==> config.mk <==
export PLATFORM = sky130hd
export DESIGN_NAME = calendar_date_stepper_unit
export DESIGN_NICKNAME = d
export VERILOG_FILES = /design/src/hdl/cds_pkg.sv /design/src/hdl/calendar_date_stepper_unit.sv /design/src/hdl/cds_datapath.sv /design/src/hdl/cds_ctrl.sv
export SDC_FILE = /design/constraint.sdc
export NUM_CORES = 1
export LEC_CHECK = 0
export BUFFER_PORTS_ARGS = -buffer_cell sky130_fd_sc_hd__buf_2
export CORE_ASPECT_RATIO = 1.2
export CORE_MARGIN = 2
export CORE_UTILIZATION = 50
export DETAILED_ROUTE_END_ITERATION = 12
export GPL_ROUTABILITY_DRIVEN = 0
export GPL_TIMING_DRIVEN = 1
export PLACE_DENSITY = 0.77
export SLEW_MARGIN = 40
export SYNTH_ARGS = -nofsm -noshare
export SYNTH_HDL_FRONTEND = slang
export SYNTH_SLANG_ARGS = --single-unit
==> constraint.sdc <==
create_clock -name i_clk -period 16.3 [get_ports i_clk]
set_input_delay 4.89 -clock i_clk [delete_from_list [all_inputs] [get_ports i_clk]]
set_output_delay 4.89 -clock i_clk [all_outputs]
set_load 0.05 [all_outputs]
==> src/hdl/cds_pkg.sv <==
`default_nettype none

package cds_pkg;

    localparam int MONTH_W = 4;
    localparam int DAY_W   = 5;
    localparam int YEAR_W  = 12;
    localparam int COUNT_W = 16;
    localparam int STAT_W  = 3;

    // command codes, value three is unused and ignored
    typedef enum logic [1:0] {
        CMD_LOAD    = 2'd0,
        CMD_ADVANCE = 2'd1,
        CMD_BACK    = 2'd2
    } t_cmd;

    localparam logic [STAT_W-1:0] STAT_OK        = 3'd0;
    localparam logic [STAT_W-1:0] STAT_BAD_MONTH = 3'd1;
    localparam logic [STAT_W-1:0] STAT_BAD_YEAR  = 3'd2;
    localparam logic [STAT_W-1:0] STAT_BAD_DAY   = 3'd3;
    localparam logic [STAT_W-1:0] STAT_LIMIT     = 3'd4;

    localparam logic [MONTH_W-1:0] MONTH_JAN = 4'd1;
    localparam logic [MONTH_W-1:0] MONTH_FEB = 4'd2;
    localparam logic [MONTH_W-1:0] MONTH_DEC = 4'd12;
    localparam logic [DAY_W-1:0]   DAY_FIRST = 5'd1;
    localparam logic [DAY_W-1:0]   DAY_LEAP  = 5'd29;
    localparam logic [DAY_W-1:0]   DAY_DEC31 = 5'd31;

    localparam logic [DAY_W-1:0] MONTH_LEN [16] = '{
        5'd0, 5'd31, 5'd28, 5'd31, 5'd30, 5'd31, 5'd30, 5'd31,
        5'd31, 5'd30, 5'd31, 5'd30, 5'd31, 5'd0, 5'd0, 5'd0
    };

    typedef struct packed {
        logic [1:0]         command;
        logic [MONTH_W-1:0] load_month;
        logic [DAY_W-1:0]   load_day;
        logic [YEAR_W-1:0]  load_year;
        logic [COUNT_W-1:0] day_count;
    } t_in;

    typedef struct packed {
        logic [MONTH_W-1:0] month_now;
        logic [DAY_W-1:0]   day_now;
        logic [YEAR_W-1:0]  year_now;
        logic [STAT_W-1:0]  status;
    } t_out;

    // controller to datapath
    typedef struct packed {
        logic start;
        logic step;
        logic emit;
    } t_dp_cmd;

    // datapath to controller
    typedef struct packed {
        logic need_run;
        logic last;
    } t_dp_sts;

    // multiple of 100: compare against every century that fits in the year field
    function automatic logic is_century(input logic [YEAR_W-1:0] y);
        logic hit;
        hit = 1'b0;
        for (int k = 0; k <= 40; k++) begin
            if (y == YEAR_W'(k * 100)) begin
                hit = 1'b1;
            end
        end
        return hit;
    endfunction

    // 400 = 16 * 25, so a century is a 400 multiple when its low four bits are zero
    function automatic logic is_leap(input logic [YEAR_W-1:0] y);
        logic div4;
        div4 = (y[1:0] == 2'b00);
        return div4 && (!is_century(y) || (y[3:0] == 4'h0));
    endfunction

    function automatic logic [DAY_W-1:0] days_in(
        input logic [MONTH_W-1:0] m,
        input logic [YEAR_W-1:0]  y
    );
        logic [DAY_W-1:0] len;
        len = MONTH_LEN[m];
        if ((m == MONTH_FEB) && is_leap(y)) begin
            len = DAY_LEAP;
        end
        return len;
    endfunction

endpackage

`default_nettype wire

==> src/hdl/calendar_date_stepper_unit.sv <==
// Gregorian date counter. Holds month, day and year (reset: 1 January of FIRST_YEAR) and
// answers one command beat with one result beat carrying the date after the command and a
// status. A load checks month, then year, then day, and keeps the old date on any error.
// Advance and back walk the date one day per clock through a single step unit using the
// month-length table and the 400/100/4 leap rule; a walk that would leave FIRST_YEAR..
// LAST_YEAR stops at the limit with status 4. Only the low COUNT_BITS bits of day_count are
// used. A command is taken in idle, walks its day count in the run state (a load, a zero
// count and the unused command skip the walk), and its result is written to the output
// register in the finish state once that register is free; a year limit ends the walk
// early. A new beat is taken as soon as the previous result is in the output register,
// even while that result is still stalled.
`default_nettype none

module calendar_date_stepper_unit #(
    parameter int FIRST_YEAR = 1900,
    parameter int LAST_YEAR  = 2100,
    parameter int COUNT_BITS = 16
) (
    input  wire logic          i_clk,
    input  wire logic          i_rst_n,
    input  wire logic          i_in_valid,
    output logic               o_in_stall,
    input  wire cds_pkg::t_in  i_in_data,
    output logic               o_out_valid,
    input  wire logic          i_out_stall,
    output cds_pkg::t_out      o_out_data
);

    cds_pkg::t_dp_cmd dp_cmd;
    cds_pkg::t_dp_sts dp_sts;

    cds_ctrl u_ctrl (
        .i_clk       (i_clk),
        .i_rst_n     (i_rst_n),
        .i_in_valid  (i_in_valid),
        .i_out_stall (i_out_stall),
        .i_sts       (dp_sts),
        .o_in_stall  (o_in_stall),
        .o_out_valid (o_out_valid),
        .o_cmd       (dp_cmd)
    );

    cds_datapath #(
        .FIRST_YEAR (FIRST_YEAR),
        .LAST_YEAR  (LAST_YEAR),
        .COUNT_BITS (COUNT_BITS)
    ) u_datapath (
        .i_clk   (i_clk),
        .i_rst_n (i_rst_n),
        .i_in    (i_in_data),
        .i_cmd   (dp_cmd),
        .o_sts   (dp_sts),
        .o_out   (o_out_data)
    );

endmodule

`default_nettype wire

==> src/hdl/cds_datapath.sv <==
`default_nettype none

module cds_datapath #(
    parameter int FIRST_YEAR = 1900,
    parameter int LAST_YEAR  = 2100,
    parameter int COUNT_BITS = 16
) (
    input  wire logic           i_clk,
    input  wire logic           i_rst_n,
    input  wire cds_pkg::t_in   i_in,
    input  wire cds_pkg::t_dp_cmd i_cmd,
    output cds_pkg::t_dp_sts    o_sts,
    output cds_pkg::t_out       o_out
);

    localparam int CNT_W = (COUNT_BITS < cds_pkg::COUNT_W) ? COUNT_BITS : cds_pkg::COUNT_W;
    localparam logic [cds_pkg::YEAR_W-1:0] Y_FIRST = cds_pkg::YEAR_W'(FIRST_YEAR);
    localparam logic [cds_pkg::YEAR_W-1:0] Y_LAST  = cds_pkg::YEAR_W'(LAST_YEAR);

    logic [cds_pkg::MONTH_W-1:0] r_month, n_month;
    logic [cds_pkg::DAY_W-1:0]   r_day, n_day;
    logic [cds_pkg::YEAR_W-1:0]  r_year, n_year;
    logic [cds_pkg::STAT_W-1:0]  r_status, n_status;
    logic [CNT_W-1:0]            r_count, n_count;
    logic                        r_back, n_back;
    cds_pkg::t_out               r_out;

    logic [cds_pkg::MONTH_W-1:0] s_month;
    logic [cds_pkg::DAY_W-1:0]   s_day;
    logic [cds_pkg::YEAR_W-1:0]  s_year;
    logic                        s_blocked;
    logic [CNT_W-1:0]            in_count;

    assign in_count = i_in.day_count[CNT_W-1:0];

    // one day forward or back from the held date
    always_comb begin
        s_month   = r_month;
        s_day     = r_day;
        s_year    = r_year;
        s_blocked = 1'b0;
        if (!r_back) begin
            if (r_day < cds_pkg::days_in(r_month, r_year)) begin
                s_day = r_day + 1'b1;
            end else if (r_month < cds_pkg::MONTH_DEC) begin
                s_month = r_month + 1'b1;
                s_day   = cds_pkg::DAY_FIRST;
            end else if (r_year >= Y_LAST) begin
                s_blocked = 1'b1;
            end else begin
                s_year  = r_year + 1'b1;
                s_month = cds_pkg::MONTH_JAN;
                s_day   = cds_pkg::DAY_FIRST;
            end
        end else begin
            if (r_day > cds_pkg::DAY_FIRST) begin
                s_day = r_day - 1'b1;
            end else if (r_month > cds_pkg::MONTH_JAN) begin
                s_month = r_month - 1'b1;
                s_day   = cds_pkg::days_in(r_month - 1'b1, r_year);
            end else if (r_year <= Y_FIRST) begin
                s_blocked = 1'b1;
            end else begin
                s_year  = r_year - 1'b1;
                s_month = cds_pkg::MONTH_DEC;
                s_day   = cds_pkg::DAY_DEC31;
            end
        end
    end

    always_comb begin
        n_month  = r_month;
        n_day    = r_day;
        n_year   = r_year;
        n_status = r_status;
        n_count  = r_count;
        n_back   = r_back;
        if (i_cmd.start) begin
            n_status = cds_pkg::STAT_OK;
            n_count  = in_count;
            n_back   = (i_in.command == cds_pkg::CMD_BACK);
            if (i_in.command == cds_pkg::CMD_LOAD) begin
                priority if ((i_in.load_month < cds_pkg::MONTH_JAN) ||
                             (i_in.load_month > cds_pkg::MONTH_DEC)) begin
                    n_status = cds_pkg::STAT_BAD_MONTH;
                end else if ((i_in.load_year < Y_FIRST) || (i_in.load_year > Y_LAST)) begin
                    n_status = cds_pkg::STAT_BAD_YEAR;
                end else if ((i_in.load_day < cds_pkg::DAY_FIRST) ||
                             (i_in.load_day >
                              cds_pkg::days_in(i_in.load_month, i_in.load_year))) begin
                    n_status = cds_pkg::STAT_BAD_DAY;
                end else begin
                    n_month = i_in.load_month;
                    n_day   = i_in.load_day;
                    n_year  = i_in.load_year;
                end
            end
        end else if (i_cmd.step) begin
            n_count = r_count - 1'b1;
            if (s_blocked) begin
                n_status = cds_pkg::STAT_LIMIT;
            end else begin
                n_month = s_month;
                n_day   = s_day;
                n_year  = s_year;
            end
        end
    end

    always_ff @(posedge i_clk) begin
        if (!i_rst_n) begin
            r_month <= cds_pkg::MONTH_JAN;
            r_day   <= cds_pkg::DAY_FIRST;
            r_year  <= Y_FIRST;
        end else begin
            r_month <= n_month;
            r_day   <= n_day;
            r_year  <= n_year;
        end
    end

    always_ff @(posedge i_clk) begin
        r_status <= n_status;
        r_count  <= n_count;
        r_back   <= n_back;
        if (i_cmd.emit) begin
            r_out.month_now <= r_month;
            r_out.day_now   <= r_day;
            r_out.year_now  <= r_year;
            r_out.status    <= r_status;
        end
    end

    assign o_sts.need_run = ((i_in.command == cds_pkg::CMD_ADVANCE) ||
                             (i_in.command == cds_pkg::CMD_BACK)) &&
                            (in_count != '0);
    assign o_sts.last     = s_blocked || (r_count == CNT_W'(1));
    assign o_out          = r_out;

endmodule

`default_nettype wire

==> src/hdl/cds_ctrl.sv <==
`default_nettype none

module cds_ctrl (
    input  wire logic             i_clk,
    input  wire logic             i_rst_n,
    input  wire logic             i_in_valid,
    input  wire logic             i_out_stall,
    input  wire cds_pkg::t_dp_sts i_sts,
    output logic                  o_in_stall,
    output logic                  o_out_valid,
    output cds_pkg::t_dp_cmd      o_cmd
);

    typedef enum logic [2:0] {
        S_IDLE = 3'b001,
        S_RUN  = 3'b010,
        S_FIN  = 3'b100
    } t_state;

    t_state r_state, n_state;
    logic   r_out_valid, n_out_valid;
    logic   out_free;

    // output register can take a new beat when empty or being drained
    assign out_free = !r_out_valid || !i_out_stall;

    always_comb begin
        o_cmd.start = (r_state == S_IDLE) && i_in_valid;
        o_cmd.step  = (r_state == S_RUN);
        o_cmd.emit  = (r_state == S_FIN) && out_free;
    end

    always_comb begin
        n_state = r_state;
        unique case (r_state)
            S_IDLE: begin
                if (i_in_valid) begin
                    n_state = i_sts.need_run ? S_RUN : S_FIN;
                end
            end
            S_RUN: begin
                if (i_sts.last) begin
                    n_state = S_FIN;
                end
            end
            S_FIN: begin
                if (out_free) begin
                    n_state = S_IDLE;
                end
            end
            default: begin
                n_state = S_IDLE;
            end
        endcase
    end

    always_comb begin
        n_out_valid = r_out_valid;
        if (o_cmd.emit) begin
            n_out_valid = 1'b1;
        end else if (!i_out_stall) begin
            n_out_valid = 1'b0;
        end
    end

    always_ff @(posedge i_clk) begin
        if (!i_rst_n) begin
            r_state     <= S_IDLE;
            r_out_valid <= 1'b0;
        end else begin
            r_state     <= n_state;
            r_out_valid <= n_out_valid;
        end
    end

    assign o_in_stall  = (r_state != S_IDLE);
    assign o_out_valid = r_out_valid;

endmodule

`default_nettype wire

Word-level counts from Yosys, hierarchy flattened

Memories as Yosys holds them, arrays and structs flattened.
Cells that the tools add are included.
W data, S select, Z words.

$add $sub $neg: 7
$lt $le $gt $ge: 15
Equal/unequal tests: 109
Muxes and demuxes: 169
Bitwise operators: 3
Reduce and logical (&&, ||, !) cells: 38

Operator list:

| cell                    | count |
|---|---|
| $eq A12 B12 Y1 const B  | 40 |
| $eq A12 B11 Y1 const B  | 20 |
| $mux W12                | 14 |
| $mux W5                 | 28 |
| $eq A12 B10 Y1 const B  | 10 |
| $mux W1                 | 99 |
| $eq A12 B9 Y1 const B   | 6 |
| $mux W4                 | 14 |
| $mux W16                | 2 |
| $mux W3                 | 10 |
| $eq A12 B7 Y1 const B   | 2 |
| $eq A12 B8 Y1 const B   | 2 |
| $logic_not A12 Y1       | 2 |
| $eq A16 B1 Y1 const B   | 1 |
| $reduce_bool A16 Y1     | 1 |
| $sub A16 B1 Y16 const B | 1 |
| $ge A5 B5 Y1 const B    | 3 |
| $not A4 Y5              | 3 |
| $add A12 B1 Y12 const B | 1 |
| $eq A4 B2 Y1 const B    | 3 |
| $ge A12 B12 Y1 const B  | 1 |
| $gt A12 B12 Y1 const B  | 1 |
| $le A12 B11 Y1 const B  | 1 |
| $lt A12 B11 Y1 const B  | 1 |
| other kinds (40)        | 75 |

Flip-flop bits (word level): 69
Memory bits (read-only): 240
Input bits: 43
Logic and storage cells: 356
Memories: 3

Memories:

| name            | words | width | rd ports | clocked after Yosys merged registers in | wr ports | RTL line      | source |
|---|---|---|---|---|---|---|---|
| (no name shown) | 16    | 5     | 1        | 0                                       | 0        | cds_pkg.sv:88 | `len = MONTH_LEN[m];` |
| (no name shown) | 16    | 5     | 1        | 0                                       | 0        | cds_pkg.sv:88 |  |
| (no name shown) | 16    | 5     | 1        | 0                                       | 0        | cds_pkg.sv:88 |  |

Longest topological paths before layout

Gate-level depths: netlist of the first run.

Word-level depth: 62
Mapped depth: 21
Depth with buffers taken out: 19

Cells and area by module

A second synthesis of the first run with hierarchy kept.

Cells, all modules: 715
Area total of the unflattened synthesis: 5964.5 um^2

By module, submodules not included:

| module       | instances | cells each | area an instance (um^2) | sequential area each (um^2) |
|---|---|---|---|---|
| cds_datapath | 1         | 687        | 5718.0                  | 1741.7 |
| cds_ctrl     | 1         | 28         | 246.5                   | 80.1 |

Worst setup path after synthesis of the first run

No wires, ideal clock.

Path type: input -> register
Start point: input i_in_data[19] (netlist name)
End point: register u_datapath.r_year[4] (netlist name)
Library setup time: 0.116 ns
Arrival: 8.511 ns
Data required time: 16.184 ns
Slack: 7.673 ns
Stages: 19
Cell sequence: clkbuf_1 > clkbuf_1 > nor4_1 > o21ai_0 > o21ai_0 > mux2_2 > a221oi_1 > o21ai_0 > a221oi_1 > ha_1 > nor2b_1 > o2111ai_1 > a21boi_0 > nor4_1 > o22a_1 > a21boi_0 > buf_2 > o311ai_0 > o211a_1

Word-level cells in the longest chain between the ends: 59
Elaborated cells on any way between the ends: 104
Classes of those cells: 3 x order compare; 42 x eq/ne; 50 x mux; 9 x reduce/logical

Ends and longest elaborated chain:

| element                        | RTL line                         | source |
|---|---|---|
| start: declaration             | calendar_date_stepper_unit.sv:23 | `input wire cds_pkg::t_in i_in_data,` |
| $logic_not A12 Y1              | cds_pkg.sv:69                    | `if (y == YEAR_W'(k * 100)) begin` |
| $mux W1 (41 in series)         | cds_pkg.sv:69                    |  |
| $mux W1                        | cds_datapath.sv:86               | `end else if ((i_in.load_year < Y_FIRST) \|\| (i_in.load_year > Y_LAST)) begin` |
| $mux W1                        | cds_datapath.sv:83               | `priority if ((i_in.load_month < cds_pkg::MONTH_JAN) \|\|` |
| $mux W1                        | cds_datapath.sv:82               | `if (i_in.command == cds_pkg::CMD_LOAD) begin` |
| $mux W1                        | cds_datapath.sv:78               | `if (i_cmd.start) begin` |
| $logic_not A1 Y1               | cds_pkg.sv:80                    | `return div4 && (!is_century(y) \|\| (y[3:0] == 4'h0));` |
| $logic_or A1 B1 Y1             | cds_pkg.sv:80                    |  |
| [3 not listed]                 | -                                |  |
| $mux W5                        | cds_datapath.sv:86               |  |
| $mux W5                        | cds_datapath.sv:83               |  |
| $mux W5                        | cds_datapath.sv:82               |  |
| $mux W5                        | cds_datapath.sv:78               |  |
| $gt A5 B5 Y1                   | cds_datapath.sv:89               | `(i_in.load_day >` |
| $logic_or A1 B1 Y1             | cds_datapath.sv:88               | `end else if ((i_in.load_day < cds_pkg::DAY_FIRST) \|\|` |
| $ne A2 B2 Y1 (no line)         | -                                |  |
| $reduce_and A12 Y1 (no line) * | -                                |  |
| end signal: assignment         | cds_datapath.sv:118              | `r_year <= n_year;` |
| end: declaration               | cds_datapath.sv:22               | `logic [cds_pkg::YEAR_W-1:0] r_year, n_year;` |

Mark *: on every way between the ends. The rest lies on a longest branch, timed or not. The select of a mux whose other input is x is not followed.
A chain may end at the register's enable or synchronous reset.

Worst setup path after layout of the first run

Start point: input i_in_data[23] (netlist name)
End point: register u_datapath.r_year[11] (netlist name)

Same word-level chain as after synthesis.

==> metrics.csv, run 1 <==
metric,value,unit
Final Cycle Share,55.2,%
main combinational cell family by area after synthesis,simple AND/OR/NAND/NOR gates,
average size of a mapped cell,8.10,µm²
Nets,829,
crit path max fanout,22,
synthesized area,5850,µm²
Max clock buf depth,2,
global-route wire length before repair,25800,µm
YS warnings,0,
post-synthesis compound-gate area fraction,23.7,%
CTS Hold Buffers Added,0,
Hold Fails Final Rpt,0,
final worst setup slack,7.30,ns
Setup CP Type,primary input to flop,
Worst-path clk slew,0.06,ns
CTS resizes,0,
Crit Reg-Reg Startpoint,u_datapath.r_year[3]$_SDFFE_PN1P_,
die area,12600,µm²
R2R Setup Slk,11.26,ns
CP peak stage delay,0.45,ns
setup tns final,0,ns
initial antenna violation count,0,
Setup Viol. Count Final,0,
"Seq/Total Area, Yosys",31.1,%
RSZ-0062 raised after global routing,no,
Routed wire per std cell,17.2,µm
peak supply drop,48.4,µV
CP required,16.52,ns
Post-Synth Simple-Gate Area,27.5,%
"commonest non-fill, non-tap cell in the layout",nand2_1,
worst reg-to-reg path cell count,17,
worst-path cell chain,buf_2 -> nand2b_1 -> nor3_1 -> o21ai_0 -> o21ai_0 -> mux2_2 -> a221oi_1 -> o21ai_0 -> a221oi_1 -> ha_1 -> nor2b_1 -> o2111ai_1 -> a21boi_0 -> nor4_1 -> o22a_1 -> a21boi_1 -> buf_4 -> o21ai_0 -> a221oi_1,
GRT Overall Usage,25.5,%
Synth area leader,edfxtp_1,
Synth area leaders,"edfxtp_1, dfxtp_1, ha_1, nand2_1, o21ai_0",
root buf cell,clkbuf_16,
Setup crit end kind,flop,
relative slew slack,43.9,%
TritonRoute pass-1 iters,5,
slowest CP cell,nor4_1,
fin cells,919,
H-tree depth,3,
Pwr Total,524,µW
via density per instance,6.45,
Startpoint Class,primary input,
Iter 0 DRT Violations,470,
asr flop ratio synth,0,%
Ports,69,
Core Region,11500,µm²
M1 WL,6540,µm
crit path buf inv count,2,
Worst Hold Path EP,u_datapath.o_out[2]$_DFFE_PP_,
Hold WS,0.419,ns
worst hold-check path type,flop to flop,
Worst Min Path Start,u_datapath.r_status[2]$_SDFFCE_PN1P_,
initial cell density of the core,50.8,%
# port buffers,68,
most frequent cells in the layout,"nand2_1, buf_2, nor2_1",
fmax,111,MHz
Site Rows,43,
Clock Sinks,69,
Least-Margin Pin Slew,0.840,ns
XOR/XNOR share of the synthesized area,3.59,%
cell with the most instances on the worst path,o21ai_0,
post-synthesis mux area share,1.84,%
total wire length,15800,µm
PwrDens,80.5,nW/µm²
Post-CTS Setup Inserts,0,
area share of the leading cell type in the synthesized netlist,22.6,%
Post-route DRC,0,
arrival time of the worst setup path,9.23,ns
Die Span Y,123,µm
clk_skew,0.00982,ns
hold path depth,0,
Max Used Layer,met4,
die width,103,µm
Congestion Overflow GR,0,
placed cells,902,
Synth Register Bits,69,
met3 WL,1040,µm
"CP delay by family, top",compound AO/OA/AOI/OAI gates,
TritonCTS clock tree,yes,
pre-CTS setup slack,7.09,ns
final core occ,56.5,%
hpwl dp,11100,µm
minimum clock period,9.00,ns
layout cells sized above 1,14.7,%
Post-synth EDFFs,44,
Mapped Cells,723,
Area after DPL,6200,µm²
status,"complete, no violations",
Pleak,2.39,nW
synthesized net count,795,
"Top FF cell, synth",edfxtp_1,
number of global-route vias before repair,5556,
largest net degree at the start of global routing,71,
Slew Limit Fails,0,
Area Growth Syn to Fin,11.2,%
MaxCap Viol Count,0,
final instance area,6510,µm²
# diodes,0,
metal2 WL,7700,µm
clock buffer count from CTS,9,
clk_lat worst skew,0.34,ns
synth unique cells,86,
ANT nets after route,0,
Adder-Cell Fraction of Synth Area,6.33,%
via count,5924,
RR Endpoint,u_datapath.r_month[0]$_SDFFE_PN1P_,
flip-flops by register name (all words and copies together), names as in the netlist:
register / cells
u_datapath.r_back: 1
u_datapath.r_year: 12
u_ctrl.r_state: 3
u_datapath.r_status: 3
u_ctrl.o_out_valid: 1
u_datapath.r_month: 4
u_datapath.r_count: 16
u_datapath.o_out: 24
u_datapath.r_day: 5
synth_stat cells, drive strengths merged, types with 8 or more instances:
library cell,n
nand2,87
nor2,56
o21ai,52
edfxtp,44
a21oi,35
inv,30
clkbuf,28
ha,28
nor3,26
dfxtp,25
buf,22
nor4,21
xnor2,18
nand3,17
nand2b,15
a31oi,14
nor2b,14
nand4,13
and3,10
o211ai,9
o31ai,9
a211oi,8
report_power, final:
part | total, mW | internal (mW) | switching [mW]
logic | 0.115 | 0.0434 | 0.0714
registers | 0.212 | 0.198 | 0.0139
clock network | 0.198 | 0.119 | 0.0787
total | 0.524 | 0.360 | 0.164
logic make-up after synthesis:
family                   after synthesis
AND/OR/NAND/NOR                      307
AO/OA/AOI/OAI                        203
buffers and inverters                 81
flip-flops                            69
adder cells (fa/ha/maj)               29
XOR/XNOR                              24
multiplexers                          10
per-layer routing:
layer | vias up | track usage (%)
met5 | - | 0
met4 | 0 | 10.7
met3 | 46 | 5.30
met2 | 280 | 42.8
met1 | 2808 | 31.5
li1 | 2790 | -
area by class of cell:
cell class              count  area, µm²
well taps                 157        196
flip-flops and latches     69       1820
multi-input cells         573       3690
fillers                  1054       5010
repair buffers             73        382
clock inverters             7       73.8
clock buffers               9        225
inverters                  31        116
how the worst max path moves through the flow:
stage / startpoint / end / cells past startpoint / slack (ns)
floorplan: i_in_data[19] / u_datapath.r_year[4]$_SDFFE_PN0P_ / 19 / 7.67
global placement: i_in_data[23] / u_datapath.r_day[2]$_SDFFE_PN0P_ / 20 / 7.36
detailed placement: i_in_data[23] / u_datapath.r_year[11]$_SDFFE_PN0P_ / 19 / 7.09
CTS: i_in_data[23] / u_datapath.r_year[11]$_SDFFE_PN0P_ / 19 / 7.39
global route: i_in_data[23] / u_datapath.r_day[2]$_SDFFE_PN0P_ / 19 / 6.99
finish: i_in_data[23] / u_datapath.r_year[11]$_SDFFE_PN0P_ / 19 / 7.30
worst register-to-register path, cell delays in order, from the launching register on:
cell and delay (ns):
dfxtp_1 0.86, nor3b_1 0.45, nand4_1 0.18, a2111oi_0 0.45, a31oi_1 0.08, and4b_4 0.25, a31o_2 0.22, a21oi_1 0.20
o31ai_1 0.09, ha_1 0.32, a21oi_1 0.09, o21a_1 0.24, and2_1 0.16, and4bb_1 0.23, a211oi_4 0.40, a311o_2 0.29
nand2_2 0.11, mux2_4 0.31
(Power assumes the default switching activity.)
==> run 2: changes to the inputs <==
Clock period 16.3 ns to 8.45 ns, I/O delays scaled along.
==> run 2 against run 1 <==
Clock power up 88%. Global-route usage up 0.20 points. Non-clock buffer count unchanged. Design area down 0.12%. Sequential share of layout area about the same. Combinational power up 92%. Worst setup slack worse by 5.4 ns. Core utilization down 0.065 points. Via count about the same. Count of clock-buffer cells in the layout unchanged. Largest power group unchanged. Highest routed layer unchanged.
==> metrics.csv, run 2 (synthesis gave the netlist of run 1 again) <==
metric,value,unit,change
Reg power frac,40.7,%,+0.3 points
CTS Hold Buffers Added,0,,unchanged
# diodes,0,,unchanged
TritonCTS clock tree,yes,,
R2R Setup Slk,3.42,ns,-7.84 ns
initial antenna violation count,0,,unchanged
status,"complete, no violations",,
# port buffers,68,,unchanged
Int Power,692,µW,+92%
Worst-path clk slew,0.06,ns,about the same
crit path max fanout,18,,-18%
CTS resizes,0,,unchanged
pre-CTS setup slack,1.59,ns,-5.50 ns
RSZ-0062 raised after global routing,no,,
worst hold-check path type,flop to flop,,
Setup crit end kind,flop,,
Area Growth Syn to Fin,11.1,%,
Hold Fails Final Rpt,0,,unchanged
Congestion Overflow GR,0,,unchanged
H-tree depth,3,,unchanged
Crit Reg-Reg Startpoint,u_datapath.r_year[3]$_SDFFE_PN1P_,,
PwrDens,154,nW/µm²,+91%
Core Region,11500,µm²,unchanged
Logic pwr share,22.1,%,+0.2 points
final worst setup slack,1.89,ns,-5.41 ns
peak supply drop,97.9,µV,+100%
Switching Fraction,30.9,%,-0.38 points
Die Span Y,123,µm,unchanged
TritonRoute pass-1 iters,8,,+3
setup tns final,0,ns,unchanged
root buf cell,clkbuf_16,,
largest net degree at the start of global routing,48,,-32%
total wire length,15800,µm,-0.32%
Pleak,2.38,nW,-0.35%
number of global-route vias before repair,5559,,+0.054%
Max clock buf depth,2,,unchanged
global-route wire length before repair,25900,µm,+0.43%
die area,12600,µm²,unchanged
Ports,69,,unchanged
Pwr Total,1.00,mW,+91%
arrival time of the worst setup path,6.78,ns,-2.45 ns
Clock Sinks,69,,unchanged
Post-route DRC,0,,unchanged
MaxCap Viol Count,0,,unchanged
Nets,829,,unchanged
layout cells sized above 1,14.4,%,-0.26 points
Least-Margin Pin Slew,0.881,ns,+0.0410 ns
Slew Limit Fails,0,,unchanged
relative slew slack,41.2,%,-2.7 points
Worst setup startpoint,i_in_data[19],,
most frequent cells in the layout,"nand2_1, buf_2, nor2_1",,
hpwl dp,11200,µm,+0.29%
die width,103,µm,unchanged
via density per instance,6.44,,about the same
Final Cycle Share,77.7,%,
clock buffer count from CTS,9,,unchanged
initial cell density of the core,50.8,%,unchanged
Post-CTS Setup Inserts,0,,unchanged
GRT Overall Usage,25.7,%,+0.20 points
Site Rows,43,,unchanged
fmax,152,MHz,
"commonest non-fill, non-tap cell in the layout",nand2_1,,
Setup Viol. Count Final,0,,unchanged
Iter 0 DRT Violations,577,,+23%
part of the power in the clock network,37.1,%,-0.6 points
CP required,8.66,ns,-7.86 ns
Setup CP Type,primary input to flop,,
clk_lat worst skew,0.34,ns,about the same
via count,5919,,-0.084%
switching pwr,310,µW,+89%
max reg flops,24,,unchanged
Routed wire per std cell,17.2,µm,-0.32%
ANT nets after route,0,,unchanged
minimum clock period,6.56,ns,
Worst Min Path Start,u_datapath.r_status[2]$_SDFFCE_PN1P_,,
clk_skew,0.00777,ns,-0.00205 ns
Startpoint Class,primary input,,
run 2: final cells by class:
cell class              count  area, µm²
fillers                  1070       5010
repair buffers             73        382
multi-input cells         573       3690
well taps                 157        196
clock inverters             7       65.1
clock buffers               9        225
flip-flops and latches     69       1820
inverters                  31        118
run 2: through the flow:
step                      cells  utilization [%]  instance area, µm²  hold slack (ns)
after floorplan             723                -                5850            0.400
after CTS                   918             56.4                6490            0.429
after detailed placement    902             53.8                6200            0.407
after global placement      902             53.8                6200            0.405
after global routing        919             56.5                6500            0.436
final                       919             56.5                6500            0.431
run 2: worst paths after layout:
check | to | cells after the start
max reg2reg | u_datapath.r_month[0]$_SDFFE_PN1P_ | 17
max | u_datapath.r_day[2]$_SDFFE_PN0P_ | 20
min | u_datapath.o_out[2]$_DFFE_PP_ | 0
min reg2reg | u_datapath.o_out[2]$_DFFE_PP_ | 0
run 2: power by group through the flow:
stage               clock network [mW]  logic, mW  registers, mW
detailed placement                   0      0.214          0.415
finish                           0.372      0.221          0.408
CTS                              0.377      0.216          0.408
global placement                     0      0.206          0.413
floorplan                            0      0.164          0.406
global route                     0.389      0.245          0.411
run 2: routing by layer:
layer | vias up | GRT usage (%) | wire (µm)
met5 | - | 0 | 0
met4 | 0 | 10.8 | 497
met3 | 42 | 5.30 | 1110
met2 | 297 | 42.7 | 7830
met1 | 2790 | 32.2 | 6350
li1 | 2790 | - | -
run 2: critical path, cell delays in order:
cell and delay, ns:
buf_2 0.27, nand2b_1 0.25, o22a_1 0.19, a2111oi_0 0.10, a31oi_1 0.21, nor3_1 0.07, mux2_2 0.26, a221oi_1 0.32
o21ai_0 0.12, a221oi_1 0.28, ha_1 0.21, nor2b_1 0.07, o2111ai_1 0.18, a21boi_0 0.14, nor4_1 0.41, o22a_1 0.33
o41ai_1 0.14, a31oi_2 0.35, a21boi_0 0.24, o32ai_1 0.11
